$ cat src/rtl/core/tta_pkg.sv
// Shared types, constants and helper functions for the toroidal turning ant block.
package tta_pkg;

  // Size of the cell store, in columns and rows.
  localparam int MAX_COLS = 256;
  localparam int MAX_ROWS = 256;

  // Largest board in use along each axis; the position fields are eight bits wide.
  localparam int DIM_TOP_COLS = (MAX_COLS < 256) ? MAX_COLS : 256;
  localparam int DIM_TOP_ROWS = (MAX_ROWS < 256) ? MAX_ROWS : 256;

  localparam int MEM_DEPTH = MAX_COLS * MAX_ROWS;
  localparam int ADDR_W    = $clog2(MEM_DEPTH);

  // Configuration register indices.
  typedef enum logic [1:0] {
    CFG_BOARD_WIDTH  = 2'd0,
    CFG_BOARD_HEIGHT = 2'd1,
    CFG_START_COL    = 2'd2,
    CFG_START_ROW    = 2'd3
  } cfg_reg_t;

  // Request codes.
  localparam logic REQ_STEP = 1'b0;
  localparam logic REQ_READ = 1'b1;

  // Ant heading; turning right adds one, turning left subtracts one.
  typedef enum logic [1:0] {
    HEAD_UP    = 2'd0,
    HEAD_RIGHT = 2'd1,
    HEAD_DOWN  = 2'd2,
    HEAD_LEFT  = 2'd3
  } heading_t;

  // Sequencer states.
  typedef enum logic [2:0] {
    ST_CLEAR,
    ST_IDLE,
    ST_PLACE,
    ST_MOVE,
    ST_FLIP,
    ST_RD_ISSUE,
    ST_RD_PICK,
    ST_DONE
  } tta_state_t;

  // Commands from the sequencer to the datapath.
  typedef struct packed {
    logic clr_en;    // write zero at the clearing address and advance it
    logic capture;   // latch the request fields
    logic place;     // put the ant on the start cell and mark that cell
    logic move;      // advance the position and read the new cell
    logic flip;      // turn, flip the cell under the ant
    logic rd_issue;  // read the requested cell
    logic pick;      // take the read data as the result value
    logic load_out;  // load the result register
  } tta_cmd_t;

  // Status from the datapath to the sequencer.
  typedef struct packed {
    logic clr_last;  // clearing address is at the last entry
    logic placed;    // ant has been placed since reset
    logic req_read;  // latched request is a cell read
  } tta_status_t;

  // Clamp a position to the last index of a dimension of size n.
  function automatic logic [7:0] clamp_pos(input logic [7:0] p, input logic [8:0] n);
    logic [8:0] last;
    last = n - 9'd1;
    clamp_pos = ({1'b0, p} >= n) ? last[7:0] : p;
  endfunction

  // Limit a configured dimension to the range 1 .. top.
  function automatic logic [8:0] limit_dim(input logic [8:0] v, input logic [8:0] top);
    if (v == 9'd0) begin
      limit_dim = 9'd1;
    end else if (v > top) begin
      limit_dim = top;
    end else begin
      limit_dim = v;
    end
  endfunction

  // Linear address of a cell, row by row.
  function automatic logic [ADDR_W-1:0] cell_addr(input logic [7:0] col, input logic [7:0] row);
    cell_addr = ADDR_W'(row) * ADDR_W'(MAX_COLS) + ADDR_W'(col);
  endfunction

endpackage

$ cat src/rtl/core/tta_ctrl.sv
// Sequencer for the ant block: clearing pass, item dispatch and result handshake.
module tta_ctrl (
  input  logic                 clk,
  input  logic                 rst,
  input  logic                 in_valid,
  input  logic                 req_type,
  input  logic                 out_stall,
  input  tta_pkg::tta_status_t status,
  output logic                 in_stall,
  output logic                 out_valid,
  output tta_pkg::tta_cmd_t    cmd
);

  tta_pkg::tta_state_t state, state_next;
  logic                out_free;
  logic                out_valid_next;

  // The result register can take a new value when empty or being emptied.
  assign out_free = !out_valid || !out_stall;
  assign in_stall = (state != tta_pkg::ST_IDLE);

  // State and result-valid registers.
  always_ff @(posedge clk) begin
    if (rst) begin
      state     <= tta_pkg::ST_CLEAR;
      out_valid <= 1'b0;
    end else begin
      state     <= state_next;
      out_valid <= out_valid_next;
    end
  end

  // Next state and commands.
  always_comb begin
    state_next = state;
    cmd        = '0;
    case (state)
      tta_pkg::ST_CLEAR: begin
        cmd.clr_en = 1'b1;
        if (status.clr_last) begin
          state_next = tta_pkg::ST_IDLE;
        end
      end
      tta_pkg::ST_IDLE: begin
        if (in_valid) begin
          cmd.capture = 1'b1;
          if (!status.placed) begin
            state_next = tta_pkg::ST_PLACE;
          end else if (req_type == tta_pkg::REQ_READ) begin
            state_next = tta_pkg::ST_RD_ISSUE;
          end else begin
            state_next = tta_pkg::ST_MOVE;
          end
        end
      end
      tta_pkg::ST_PLACE: begin
        cmd.place = 1'b1;
        if (status.req_read) begin
          state_next = tta_pkg::ST_RD_ISSUE;
        end else begin
          state_next = tta_pkg::ST_MOVE;
        end
      end
      tta_pkg::ST_MOVE: begin
        cmd.move   = 1'b1;
        state_next = tta_pkg::ST_FLIP;
      end
      tta_pkg::ST_FLIP: begin
        cmd.flip = 1'b1;
        if (out_free) begin
          cmd.load_out = 1'b1;
          state_next   = tta_pkg::ST_IDLE;
        end else begin
          state_next = tta_pkg::ST_DONE;
        end
      end
      tta_pkg::ST_RD_ISSUE: begin
        cmd.rd_issue = 1'b1;
        state_next   = tta_pkg::ST_RD_PICK;
      end
      tta_pkg::ST_RD_PICK: begin
        cmd.pick = 1'b1;
        if (out_free) begin
          cmd.load_out = 1'b1;
          state_next   = tta_pkg::ST_IDLE;
        end else begin
          state_next = tta_pkg::ST_DONE;
        end
      end
      tta_pkg::ST_DONE: begin
        if (out_free) begin
          cmd.load_out = 1'b1;
          state_next   = tta_pkg::ST_IDLE;
        end
      end
      default: begin
        state_next = tta_pkg::ST_IDLE;
      end
    endcase
  end

  // A result stays valid until its transfer completes.
  assign out_valid_next = cmd.load_out ? 1'b1 : (out_valid && out_stall);

endmodule

$ cat config.mk
export PLATFORM = sky130hd
export DESIGN_NAME = tta_ctrl
export DESIGN_NICKNAME = d
export VERILOG_FILES = /design/src/rtl/core/tta_pkg.sv /design/src/rtl/core/tta_ctrl.sv
export SDC_FILE = /design/constraint.sdc
export NUM_CORES = 1
export LEC_CHECK = 0
export BUFFER_PORTS_ARGS = -buffer_cell sky130_fd_sc_hd__buf_2
export CAP_MARGIN = 20
export CORE_AREA = 5 5 42 44
export DETAILED_ROUTE_END_ITERATION = 8
export DIE_AREA = 0 0 47 49
export PLACE_DENSITY = 0.44
export SETUP_SLACK_MARGIN = 0.5
export SLEW_MARGIN = 20
export SYNTH_ARGS = -nofsm -noshare
export SYNTH_HDL_FRONTEND = slang
export SYNTH_SLANG_ARGS = --single-unit
$ cat constraint.sdc
create_clock -name clk -period 1.17 [get_ports clk]
set_input_delay 0.234 -clock clk [delete_from_list [all_inputs] [get_ports clk]]
set_output_delay 0.234 -clock clk [all_outputs]
set_load 0.02 [all_outputs]
# Yosys cells after proc, flatten, opt, wreduce, memory -nomap -nowiden
# Index checks and enable logic that the tools add are counted.
# word_totals
register_bits	4
input_bits	8
out_inout_bits	10
word_cells	40
# classes
n_eq_ne	11
muxes	19
n_reduce_logical	8
# op_table
op	n
3-bit two-way mux	7
3-bit case mux with 7 select lines	1
3-bit equality test (second input constant)	4
1-bit two-way mux	11
3-bit by 2-bit equality test with 1-bit output (second input constant)	2
2-bit != test (second input constant)	3
3-bit by 1-bit equality test with 1-bit output (second input constant)	1
3-bit zero test	1
3-bit by 1-bit != test with 1-bit output (second input constant)	1
3-bit AND reduction	1
3-bit OR reduction	1
1-bit zero test	2
2-bit OR reduction	1
1-bit logical AND	1
1-bit logical OR	1

# Longest topological paths before layout
# logic_depth
ltp_word	5
ltp_mapped	4
depth_no_buf	3

# Worst setup path after synthesis
# Ideal clock, no wire load.
# synth_timing
kind	register -> output
from	reg state[2]
to	out cmd[6] (netlist name)
arrival_time_ns	1.061
slack_ns	-0.125
path_stages_with_launch	5
path_buffers	1
path_cell_list	dfxtp_1 > buf_4 > nor2_1 > nand2_1 > nor2_1
# synth_rtl
element	line	text
start, declared	tta_ctrl.sv:14	tta_pkg::tta_state_t state, state_next;
start signal, assigned	tta_ctrl.sv:25	state <= tta_pkg::ST_CLEAR;
start signal, assigned	tta_ctrl.sv:28	state <= state_next;
end, declared	tta_ctrl.sv:11	output tta_pkg::tta_cmd_t cmd

==> run summary <==
The run finished, with violations left. The final reports fail on setup timing. The capturing element type of the critical path was an output pin. Across all layers, the routed design uses 413 vias. Via count of the first global-routing pass: 400. Fill cells in the final layout number 136. For the global-route met2 utilization, the log shows 0.1493. The final setup slack of the worst path was -0.1784 ns; the data required time of the critical path was 0.94 ns.

In this run, placement finished with an instance count of 80. Overall power consumption after layout is estimated at 450.9 uW. Setup repair after global routing could not meet its margin everywhere. VDD sags by at most 0.6059 mV.

After synthesis, the cell types taking the most area are dfxtp_1 (27%), a21oi_1 (10%), nor2_1 (8.8%), inv_1 (6.3%), nand2_1 (6.3%). The logs give 0 for the count of endpoints failing hold in the final timing report and 674.4 um2 for the final non-filler cell area. The area growth from synthesis to layout is 124.6%. The summed instance area of the synthesized netlist was 300.3 um2. The number of H-tree levels is 1. Clock skew on the completed layout was measured at 0.004115 ns. The global-route met3 utilization is 0.03690, and the count of input and output buffers is 17. The clock transition at the registers of the reported paths is 0.04 ns. Excluding fillers, the count of instances in the completed layout stands at 91. The static leakage came out at 0.3224 nW. The most crowded layer after global routing is met2. TritonCTS built the clock tree. Clock tree synthesis inserted a total of 3 buffers. Power spread over the standard cell area amounts to 668.6 nW/um2. CTS saw 4 sinks. The post-layout minimum cycle time came out at 1.348 ns. Adding up every negative setup slack in the final design gives -1.300 ns.

The final wirelength is 1029 um. The library cell occupying the most area in the post-synthesis netlist was dfxtp_1. The starting density of the core came out at 0.2143. The path class of the tightest hold or removal check is in -> reg. Based on the critical path, the design can be clocked at up to 741.6 MHz.

The first global-routing pass estimated 1649 um of wire. The met1 track utilization from global routing was 0.1162; the final cycle utilization of the critical path was 1.152. The maximum buffer depth of the clock tree was 2.

For the pin count of the biggest net entering global routing, the log shows 9. For the I/O pin count, the log shows 18. The tool flagged a number of max-cap violations equal to 0.

After technology mapping, the gate count stands at 43. The setup path with the least slack is of type reg -> out. The maximum fanout along the worst path is 4, and the number of distinct library cell variants in the gate-level netlist after synthesis is 19. In this run the standard cell core region covers 1401 um2. The worst setup path is launched from a flop. In this run, post-CTS hold repair placed 0 buffers. Actual transition at the worst max-transition pin: 0.1827 ns. For the utilization after layout, the log shows 0.4813.

In this run the horizontal extent of the chip is 47 um. For the area of all sequential standard cells, the log shows 90.09 um2. The share of layout cells above drive strength 1 is 0.7733, and the cell area reported after detailed placement is 480.5 um2.

The die is 49 um tall. The area enclosed by the die boundary is 2303 um2. For the number of antenna violations at the first check in global routing, the log shows 0. The worst slew slack as a fraction of its limit was 0.8774. The post-detailed-route count of antenna-violating nets was 0; the initial detailed-routing violation count was 4. The detail-routed net length per standard cell was 11.31 um.

The number of antenna repair diodes is 0, and the mean instance size in the synthesized netlist is 6.983 um2. The sequential area share after synthesis was 0.2667; the area taken by multi-input logic gates was 251.5 um2. For the worst-skew pair, the clock arrives at the later sink with an insertion delay of 0.23 ns. In this run the core area contains 14 standard-cell rows. Yosys printed 0 warnings.

For the last weighted congestion value of the routability-driven placer, the log shows 0.7823. The post-synthesis net count is 51. The ratio of routed vias to standard cells came out at 4.538. The first-pass detailed-route iteration total is 4. Detailed placement ended at an HPWL of 742.8 um. Setup violations remaining at the end of the flow were counted as 10. The synthesized design contains 4 register bits.

The leftover overflow at the end of global routing is 0, and the total routing resource utilization after global routing is 0.09500. Number of max-slew violations in the final report: 0. The run gives 85 as the total number of nets in the final design. The residual DRC count came out at 0. The proportion of netlist area held by the largest area contributor works out to 0.2667. For the worst setup path, the data arrival time is 1.11 ns. The tools report the cell at the root of the clock tree as clkbuf_4.
## per-layer routing
layer / share of wire / routed length (um)
met5: 0 / 0
met4: 0 / 0
met3: 0.047 / 48
met2: 0.53 / 542
met1: 0.43 / 438
## through the flow
step                setup slack, ns  hold WS, ns
floorplan                   0.06633       0.3031
global placement           -0.02769       0.4568
detailed placement        -0.004902       0.4473
CTS                         -0.1888       0.2040
global route                -0.2348       0.2049
finish                      -0.1784       0.2068
## path summary, 6_finish.rpt
check	from	endpoint	slack, ns	depth (start not counted)
max reg2reg	state[0]	state[1]	-0.02	5
min	rst	out_valid	0.21	2
max	state[0]	cmd[2]	-0.18	3
min reg2reg	out_valid	out_valid	0.58	2
## worst max-delay path, cell delays in order (launching register included)
cell,delay (ns)
dfxtp_2,0.35
or2b_4,0.31
nor2_4,0.11
buf_6,0.12
## repair_timing
item / CTS / global route
setup endpoints to repair: 14 / 14
resized for setup: 29 / 4
setup buffers: 5 / 3
pin swaps: 8 / 6
## flip-flops by register name, indices dropped and copies added, names as in the netlist
register / count
state: 3
out_valid: 1
## cell families after synthesis
kind of cell           share of synthesized area
AOI/OAI and AO/OA                         0.2458
and+or+nand+nor                           0.3375
buffers and inverters                     0.1500
DFF                                       0.2667
## final cells by class
class / instances / area share
Clock buffer: 3 / 0.03340
Inverter: 5 / 0.03340
Timing Repair Buffer: 32 / 0.3970
Tap cell: 16 / 0.02968
Multi-Input combinational cell: 31 / 0.3729
Sequential cell: 4 / 0.1336
## cell usage after synthesis
master and count:
o221a_2 1, a21oi_1 6, nand3_2 1, o311a_1 1, a21oi_2 1, a311oi_1 1
buf_6 1, buf_4 2, or2b_4 1, dfxtp_1 4, and3_2 1, nor2_1 7
or3_1 1, nor3_1 2, nand2_1 5, o21ai_0 1, inv_1 5, nand3_1 1
nand2b_1 1
## where the power goes
part	switching, mW	internal (mW)	leakage [nW]	total [mW]
registers	0.00484	0.138	0.0349	0.143
logic	0.0700	0.0771	0.274	0.147
clock network	0.0471	0.114	0.0138	0.161
## cells in the final DEF, fill, tap and decap left out, types with 3 or more instances in the layout
cell / count
buf_4: 13
buf_6: 12
buf_2: 7
a21oi_2: 4
nor2_4: 3
nor2_1: 3
nand2_1: 3
inv_1: 3
a21oi_1: 3
clkbuf_4: 3
(Power assumes the default switching activity.)
